[config.mk]
export PLATFORM = sky130hd
export DESIGN_NAME = base32_symbol_encoder
export DESIGN_NICKNAME = d
export VERILOG_FILES = /design/src/rtl/b32e_pkg.sv /design/src/rtl/b32e_step.sv /design/src/rtl/b32e_queue.sv /design/src/rtl/base32_symbol_encoder.sv
export SDC_FILE = /design/constraint.sdc
export NUM_CORES = 1
export LEC_CHECK = 0
export BUFFER_PORTS_ARGS = -buffer_cell sky130_fd_sc_hd__clkbuf_2
export CAP_MARGIN = 25
export CORE_ASPECT_RATIO = 1.25
export CORE_UTILIZATION = 35
export DETAILED_ROUTE_END_ITERATION = 10
export MAX_ROUTING_LAYER = met4
export SLEW_MARGIN = 20
export SYNTH_ARGS = -nofsm -noshare
export SYNTH_HDL_FRONTEND = slang
export SYNTH_SLANG_ARGS = --single-unit
export TNS_END_PERCENT = 50
[constraint.sdc]
create_clock -name clk -period 5.4 [get_ports clk]
set_clock_uncertainty 0.05 [all_clocks]
set_input_delay 0.27 -clock clk [delete_from_list [all_inputs] [get_ports clk]]
set_output_delay 0.27 -clock clk [all_outputs]
set_load 0.01 [all_outputs]
[src/rtl/b32e_pkg.sv]
// Shared types, constants and the symbol table of the base32 symbol encoder.
`timescale 1ns / 1ps
`default_nettype none

package b32e_pkg;

    // Max symbols per stream after reset
    localparam logic [7:0] MAX_LENGTH_RESET = 8'd6;

    // Bit reservoir and stream progress carried from one byte to the next
    typedef struct packed {
        logic [3:0] leftover_bits;
        logic [2:0] leftover_count;
        logic [7:0] symbols_emitted;
        logic       limit_reached;
    } enc_state_t;

    // One output word: symbol and end-of-stream mark
    typedef struct packed {
        logic [7:0] code;
        logic       last;
    } sym_t;

    // Map a 5-bit group to its ASCII symbol; index 31 has none and gives 0
    function automatic logic [7:0] symbol_of(input logic [4:0] index);
        logic [7:0] code;
        unique case (index)
            5'd0:    code = 8'h32;
            5'd1:    code = 8'h33;
            5'd2:    code = 8'h34;
            5'd3:    code = 8'h35;
            5'd4:    code = 8'h36;
            5'd5:    code = 8'h37;
            5'd6:    code = 8'h38;
            5'd7:    code = 8'h39;
            5'd8:    code = 8'h41;
            5'd9:    code = 8'h42;
            5'd10:   code = 8'h43;
            5'd11:   code = 8'h44;
            5'd12:   code = 8'h45;
            5'd13:   code = 8'h46;
            5'd14:   code = 8'h47;
            5'd15:   code = 8'h48;
            5'd16:   code = 8'h4A;
            5'd17:   code = 8'h4B;
            5'd18:   code = 8'h4D;
            5'd19:   code = 8'h4E;
            5'd20:   code = 8'h50;
            5'd21:   code = 8'h51;
            5'd22:   code = 8'h52;
            5'd23:   code = 8'h53;
            5'd24:   code = 8'h54;
            5'd25:   code = 8'h55;
            5'd26:   code = 8'h56;
            5'd27:   code = 8'h57;
            5'd28:   code = 8'h58;
            5'd29:   code = 8'h59;
            5'd30:   code = 8'h5A;
            default: code = 8'h00;
        endcase
        return code;
    endfunction

endpackage

`default_nettype wire

[src/rtl/b32e_step.sv]
// Combinational encode step: one byte in, up to three symbols and the next reservoir out.
`timescale 1ns / 1ps
`default_nettype none

module b32e_step (
    input  wire logic [7:0]                 data_byte,
    input  wire logic                       end_of_data,
    input  wire logic [7:0]                 max_length,
    input  wire b32e_pkg::enc_state_t       state_cur,
    output b32e_pkg::enc_state_t            state_next,
    output logic [1:0]                      sym_count,
    output b32e_pkg::sym_t [2:0]            syms
);

    logic [2:0]  count_clamped;
    logic [11:0] reservoir;
    logic [11:0] aligned;
    logic [3:0]  total_bits;
    logic        two_groups;
    logic [3:0]  rem_wide;
    logic [2:0]  rem_bits;
    logic [4:0]  group0;
    logic [4:0]  group1;
    logic [4:0]  flush_group;
    logic [8:0]  emit1;
    logic [8:0]  emit2;
    logic [8:0]  emit_total;
    logic        hit1;
    logic        hit2;
    logic        limit_now;
    logic [4:0]  keep_mask;

    // Left-align the valid reservoir bits at the top of a 12-bit word
    always_comb
    begin
        count_clamped = (state_cur.leftover_count > 3'd4) ? 3'd4 : state_cur.leftover_count;
        reservoir     = {state_cur.leftover_bits, data_byte};
        aligned       = reservoir << (3'd4 - count_clamped);
        total_bits    = {1'b0, count_clamped} + 4'd8;
        two_groups    = (total_bits >= 4'd10);
        rem_wide      = two_groups ? (total_bits - 4'd10) : (total_bits - 4'd5);
        rem_bits      = rem_wide[2:0];
        group0        = aligned[11:7];
        group1        = aligned[6:2];
        flush_group   = two_groups ? {aligned[1:0], 3'b000} : aligned[6:2];
        emit1         = {1'b0, state_cur.symbols_emitted} + 9'd1;
        emit2         = {1'b0, state_cur.symbols_emitted} + 9'd2;
        hit1          = (emit1 >= {1'b0, max_length});
        hit2          = (emit2 >= {1'b0, max_length});
        keep_mask     = (5'd1 << rem_bits) - 5'd1;
    end

    // Emit groups in order, stop at the limit, flush on end, update reservoir
    always_comb
    begin
        state_next = state_cur;
        sym_count  = 2'd0;
        syms       = '0;
        limit_now  = 1'b0;
        emit_total = '0;
        if (state_cur.limit_reached)
        begin
            // Swallow bytes until the end marker
            if (end_of_data)
            begin
                state_next = '0;
            end
        end
        else
        begin
            syms[0].code = b32e_pkg::symbol_of(group0);
            sym_count    = 2'd1;
            if (hit1)
            begin
                syms[0].last = 1'b1;
                limit_now    = 1'b1;
            end
            else if (two_groups)
            begin
                syms[1].code = b32e_pkg::symbol_of(group1);
                sym_count    = 2'd2;
                if (hit2)
                begin
                    syms[1].last = 1'b1;
                    limit_now    = 1'b1;
                end
            end

            // Flush the zero-padded remainder on the end marker
            if (!limit_now && end_of_data && (rem_bits != 3'd0))
            begin
                if (two_groups)
                begin
                    syms[2].code = b32e_pkg::symbol_of(flush_group);
                    sym_count    = 2'd3;
                end
                else
                begin
                    syms[1].code = b32e_pkg::symbol_of(flush_group);
                    sym_count    = 2'd2;
                end
            end

            emit_total = {1'b0, state_cur.symbols_emitted} + {7'd0, sym_count};

            if (end_of_data)
            begin
                // Mark the final word of the stream and clear
                unique case (sym_count)
                    2'd1:    syms[0].last = 1'b1;
                    2'd2:    syms[1].last = 1'b1;
                    2'd3:    syms[2].last = 1'b1;
                    default: syms[0].last = syms[0].last;
                endcase
                state_next = '0;
            end
            else
            begin
                state_next.symbols_emitted = emit_total[8] ? 8'hFF : emit_total[7:0];
                state_next.limit_reached   = limit_now;
                if (limit_now)
                begin
                    state_next.leftover_count = 3'd0;
                    state_next.leftover_bits  = 4'd0;
                end
                else
                begin
                    state_next.leftover_count = rem_bits;
                    state_next.leftover_bits  = reservoir[3:0] & keep_mask[3:0];
                end
            end
        end
    end

endmodule

`default_nettype wire

[src/rtl/b32e_queue.sv]
// Four-word shifting result queue; takes up to three words at once, drains one per cycle on pop.
`timescale 1ns / 1ps
`default_nettype none

module b32e_queue (
    input  wire logic                       clk,
    input  wire logic                       rst_n,
    input  wire logic                       push,
    input  wire logic [1:0]                 push_count,
    input  wire b32e_pkg::sym_t [2:0]       push_syms,
    input  wire logic                       pop,
    output b32e_pkg::sym_t                  head,
    output logic                            not_empty,
    output logic                            room
);

    localparam int DEPTH = 4;

    b32e_pkg::sym_t [DEPTH-1:0] entries_reg;
    b32e_pkg::sym_t [DEPTH-1:0] entries_next;
    logic [2:0]                 count_reg;
    logic [2:0]                 count_next;
    logic [2:0]                 base_count;
    logic [2:0]                 offset [DEPTH];

    assign head      = entries_reg[0];
    assign not_empty = (count_reg != 3'd0);
    assign room      = (count_reg <= 3'd1);

    // Shift on pop, then drop new words in behind the survivors
    always_comb
    begin
        base_count   = count_reg - {2'b00, pop};
        entries_next = pop ? (entries_reg >> $bits(b32e_pkg::sym_t)) : entries_reg;
        for (int i = 0; i < DEPTH; i++)
        begin
            offset[i] = 3'(i) - base_count;
            if (push && (3'(i) >= base_count) && (offset[i] < {1'b0, push_count}))
            begin
                entries_next[i] = push_syms[offset[i][1:0]];
            end
        end
        count_next = base_count + (push ? {1'b0, push_count} : 3'd0);
    end

    // Hold word payload
    always_ff @(posedge clk)
    begin
        entries_reg <= entries_next;
    end

    // Advance fill count
    always_ff @(posedge clk or negedge rst_n)
    begin
        if (!rst_n)
        begin
            count_reg <= 3'd0;
        end
        else
        begin
            count_reg <= count_next;
        end
    end

endmodule

`default_nettype wire

[src/rtl/base32_symbol_encoder.sv]
// Top level of the base32 symbol encoder: input register, encode step, result queue.
// A byte in the input register is encoded and pushed into the queue once the queue has room.
// Throughput: one byte per cycle while the queue holds at most one symbol; output drains
//   one symbol per cycle while out_ready is high.
// Reset (rst_n low, asynchronous) empties the input register and queue, clears the
//   reservoir and sets max_length to 6.
`timescale 1ns / 1ps
`default_nettype none

module base32_symbol_encoder (
    input  wire logic       clk,
    input  wire logic       rst_n,
    input  wire logic       cfg_wr_en,
    input  wire logic [7:0] cfg_wr_data,
    input  wire logic       in_valid,
    output logic            in_ready,
    input  wire logic [7:0] data_byte,
    input  wire logic       end_of_data,
    output logic            out_valid,
    input  wire logic       out_ready,
    output logic [7:0]      symbol_code,
    output logic            last_symbol
);

    logic                    s1_valid_reg;
    logic [7:0]              s1_byte_reg;
    logic                    s1_end_reg;
    logic [7:0]              max_length_reg;
    b32e_pkg::enc_state_t    state_reg;
    b32e_pkg::enc_state_t    state_next;
    logic [1:0]              sym_count;
    b32e_pkg::sym_t [2:0]    syms;
    b32e_pkg::sym_t          head;
    logic                    q_room;
    logic                    s1_advance;
    logic                    in_accept;

    assign s1_advance = s1_valid_reg && q_room;
    assign in_ready   = !s1_valid_reg || s1_advance;
    assign in_accept  = in_valid && in_ready;

    // Capture max_length
    always_ff @(posedge clk or negedge rst_n)
    begin
        if (!rst_n)
        begin
            max_length_reg <= b32e_pkg::MAX_LENGTH_RESET;
        end
        else if (cfg_wr_en)
        begin
            max_length_reg <= cfg_wr_data;
        end
    end

    // Input register valid
    always_ff @(posedge clk or negedge rst_n)
    begin
        if (!rst_n)
        begin
            s1_valid_reg <= 1'b0;
        end
        else if (in_ready)
        begin
            s1_valid_reg <= in_valid;
        end
    end

    // Input register payload
    always_ff @(posedge clk)
    begin
        if (in_accept)
        begin
            s1_byte_reg <= data_byte;
            s1_end_reg  <= end_of_data;
        end
    end

    // Reservoir and symbol count, updated as each word enters the queue
    always_ff @(posedge clk or negedge rst_n)
    begin
        if (!rst_n)
        begin
            state_reg <= '0;
        end
        else if (s1_advance)
        begin
            state_reg <= state_next;
        end
    end

    b32e_step u_step (
        .data_byte   (s1_byte_reg),
        .end_of_data (s1_end_reg),
        .max_length  (max_length_reg),
        .state_cur   (state_reg),
        .state_next  (state_next),
        .sym_count   (sym_count),
        .syms        (syms)
    );

    b32e_queue u_queue (
        .clk        (clk),
        .rst_n      (rst_n),
        .push       (s1_advance),
        .push_count (sym_count),
        .push_syms  (syms),
        .pop        (out_valid && out_ready),
        .head       (head),
        .not_empty  (out_valid),
        .room       (q_room)
    );

    assign symbol_code = head.code;
    assign last_symbol = head.last;

endmodule

`default_nettype wire

==> impl_metrics.json <==
{
  "place.gp.congestion": 0.876,
  "wire_per_inst_um": 17.9,
  "crit_path_max_incr_delay_ps": 660,
  "grt_pass1_vias": 5453,
  "syn_nets": 822,
  "rsz0062_at_grt": "false",
  "cts-root-buf": "clkbuf_16",
  "io_buffer_count": 31,
  "finalHoldViolCount": 0,
  "n_antenna_cell": 0,
  "crit_type": "register to register",
  "path_max_fanout": 17,
  "clk_pin_slew_ps": 60,
  "cts_made_buffers": 9,
  "dieArea_mm2": 0.0193,
  "postSynthCellCount": 742,
  "multiInputGateArea_mm2": 0.00418,
  "synth_area_leaders": "edfxtp_1 19%, ha_1 11%, dfrtp_1 9.9%, nor2_1 4.9%, a21oi_1 4.4%",
  "hold_path_class": "input port to register",
  "r2r-start": "state_reg[11]",
  "synthSimpleGateAreaFrac_pct": 18.1,
  "setup_violations": 0,
  "postRouteAntennaNets": 0,
  "drt-initial-drc-count": 421,
  "status": "completed",
  "fin_setup_tns_ps": 0,
  "grt_pass1_wl_mm": 28.7,
  "async_flop_share_pct": 40.6,
  "hp-start": "end_of_data",
  "register_area_mm2": 0.00193,
  "dr.pass1.iters": 7,
  "period_share_pct": 88.9,
  "syn_area_mm2": 0.00655,
  "synthAdderAreaFrac_pct": 11.3,
  "ys.flop_type": "edfxtp_1",
  "largest_reg_flops": 24,
  "setup.worst_path.start_class": "register",
  "clk_latency_ps": 350,
  "cts_tree": "yes",
  "wl_mm": 17.5,
  "worstMarginPinSlew_ps": 1040,
  "syn2layout_area_growth_pct": 8.61,
  "start_util_pct": 35.9,
  "grtUsageTotal_pct": 19.2,
  "timing.fmax_ghz": 0.208,
  "final_layout_size_suffix_gt1_share_pct": 14.1,
  "synth_area_per_cell_um2": 8.83,
  "design.core.area_mm2": 0.0182,
  "yosysTopAreaCellShare_pct": 18.8,
  "fillCellCount": 1855,
  "slew_headroom_pct": 30.3,
  "cts_buffer_depth": 2,
  "crit_chain": "inv_1 -> nand2_1 -> ha_1 -> xor2_4 -> mux4_2 -> mux2i_1 -> inv_1 -> ha_1 -> o32a_1 -> o31a_2 -> a21oi_2 -> a22oi_1 -> mux2_4",
  "synth_edf_count": 41,
  "num_rows": 55,
  "yosys.area_share.xor_xnor_pct": 2.67,
  "grt_overflow": 0,
  "synth.distinct_cells": 91,
  "yosysWarnings": 0,
  "maxCapViolCount": 0,
  "synth-compound-area-share_pct": 24.1,
  "synth.most_common_cell": "nor2_1",
  "dp_hpwl_mm": 13.2,
  "clock-sinks": 69,
  "h-tree-depth": 3,
  "critPathRequiredTime_ps": 5450,
  "yosysSeqAreaShare_pct": 29.5,
  "die_h_um": 155,
  "avgViaCountPerCell": 5.84,
  "ios": 33,
  "cp_slowest_cell": "dfrtp_1",
  "synth.area.mux_share_pct": 7.56,
  "drc_errors": 0,
  "grt_max_degree": 29,
  "synth_top_area_cell": "edfxtp_1",
  "vias": 5708,
  "ys_ff_latch": 69,
  "arrival_ps": 4850,
  "synthTopCellsByCount": "85 x nor2_1, 66 x nand2_1, 57 x a21oi_1",
  "die_w_um": 124,
  "final_nets": 825,
  "startpoint": "state_reg[11]",
  "slew_viol_final": 0,
  "synth_top_family_by_area": "compound AO/OA/AOI/OAI gates",
  "antenna_found_initial": 0,
  "min_period_ps": 4800,
  "endpoint_kind": "register"
}
## cell families (layout without fill, tap and decap cells)
family,after synthesis,count (layout)
and+or+nand+nor,245,245
AOI/OAI and AO/OA,223,223
other,1,1
DFF,69,69
muxes,37,37
adders and majority gates,58,58
xor gates and xnor gates,17,17
buffers and inverters,92,100
## layer usage
metal	vias to the layer above	track usage [%]	share of wire, %
li1	2767	-	-
met1	2739	23.3	44
met2	170	32.0	49
met3	32	2.96	4.4
met4	0	7.63	2.9
met5	-	-	0
## worst paths after layout
| check | end | slack (ps) | cells after the start |
|---|---|---|---|
| setup / recovery | u_queue.entries_reg[10] | 600 | 13 |
| hold / removal | s1_end_reg | 40 | 1 |
| setup reg to reg | u_queue.entries_reg[10] | 600 | 13 |
| hold reg to reg | state_reg[15] | 470 | 1 |
| max in group asynchronous | state_reg[13] | 4340 | 2 |
| min in group asynchronous | s1_valid_reg | 470 | 2 |
## repair_timing
item | 4_1_cts | 5_1_grt
setup buffers | 0 | 0
hold endpoints to repair | 26 | 0
resized for setup | 0 | 0
endpoints found under the setup margin | 0 | 0
hold buffers | 1 | 0
## cells in the final DEF (no fill, tap or decap), types with 9 or more instances in the layout
master	n
o21ai_1	12
a21o_1	9
edfxtp_1	41
clkbuf_2	31
clkbuf_16	11
nor2_1	85
inv_1	36
nand3_1	24
dfrtp_1	26
o211ai_1	13
a221oi_1	11
ha_1	56
o21ai_0	29
a21oi_1	57
buf_4	10
nand2_1	66
a22oi_1	12
mux2i_1	17
## critical path, delay by kind of cell, from the launching register on
kind,cells,cell delay (ps)
DFF,1,660
muxes,3,1170
xor gates and xnor gates,1,310
adders and majority gates,2,1000
and+or+nand+nor,1,170
AOI/OAI and AO/OA,4,750
buffers and inverters,2,430
## layout make-up
| type | count | area share (%) |
|---|---|---|
| multi-input combinational | 581 | 58.7 |
| clock buffer | 11 | 3.87 |
| clock inverter | 5 | 0.615 |
| sequential | 69 | 27.2 |
| inverter | 42 | 2.22 |
| timing repair buffer | 42 | 3.38 |
| tap | 228 | 4.01 |
## metrics by stage
step / std cells / hold WS [ps] / instance area (µm²) / util, % / setup slack [ps]
after CTS: 978 / 24.8 / 7120 / 39.0 / 586
after global placement: 961 / 329 / 6790 / 37.2 / 731
after detailed placement: 961 / 326 / 6790 / 37.2 / 626
after global routing: 978 / 31.4 / 7120 / 39.0 / 314
final: 978 / 41.8 / 7120 / 39.0 / 601
after floorplan: 742 / -75.6 / 6550 / - / 1240
Power is not shown: default switching activity piles up to over one toggle a cycle in this logic, so the estimate is an artifact.
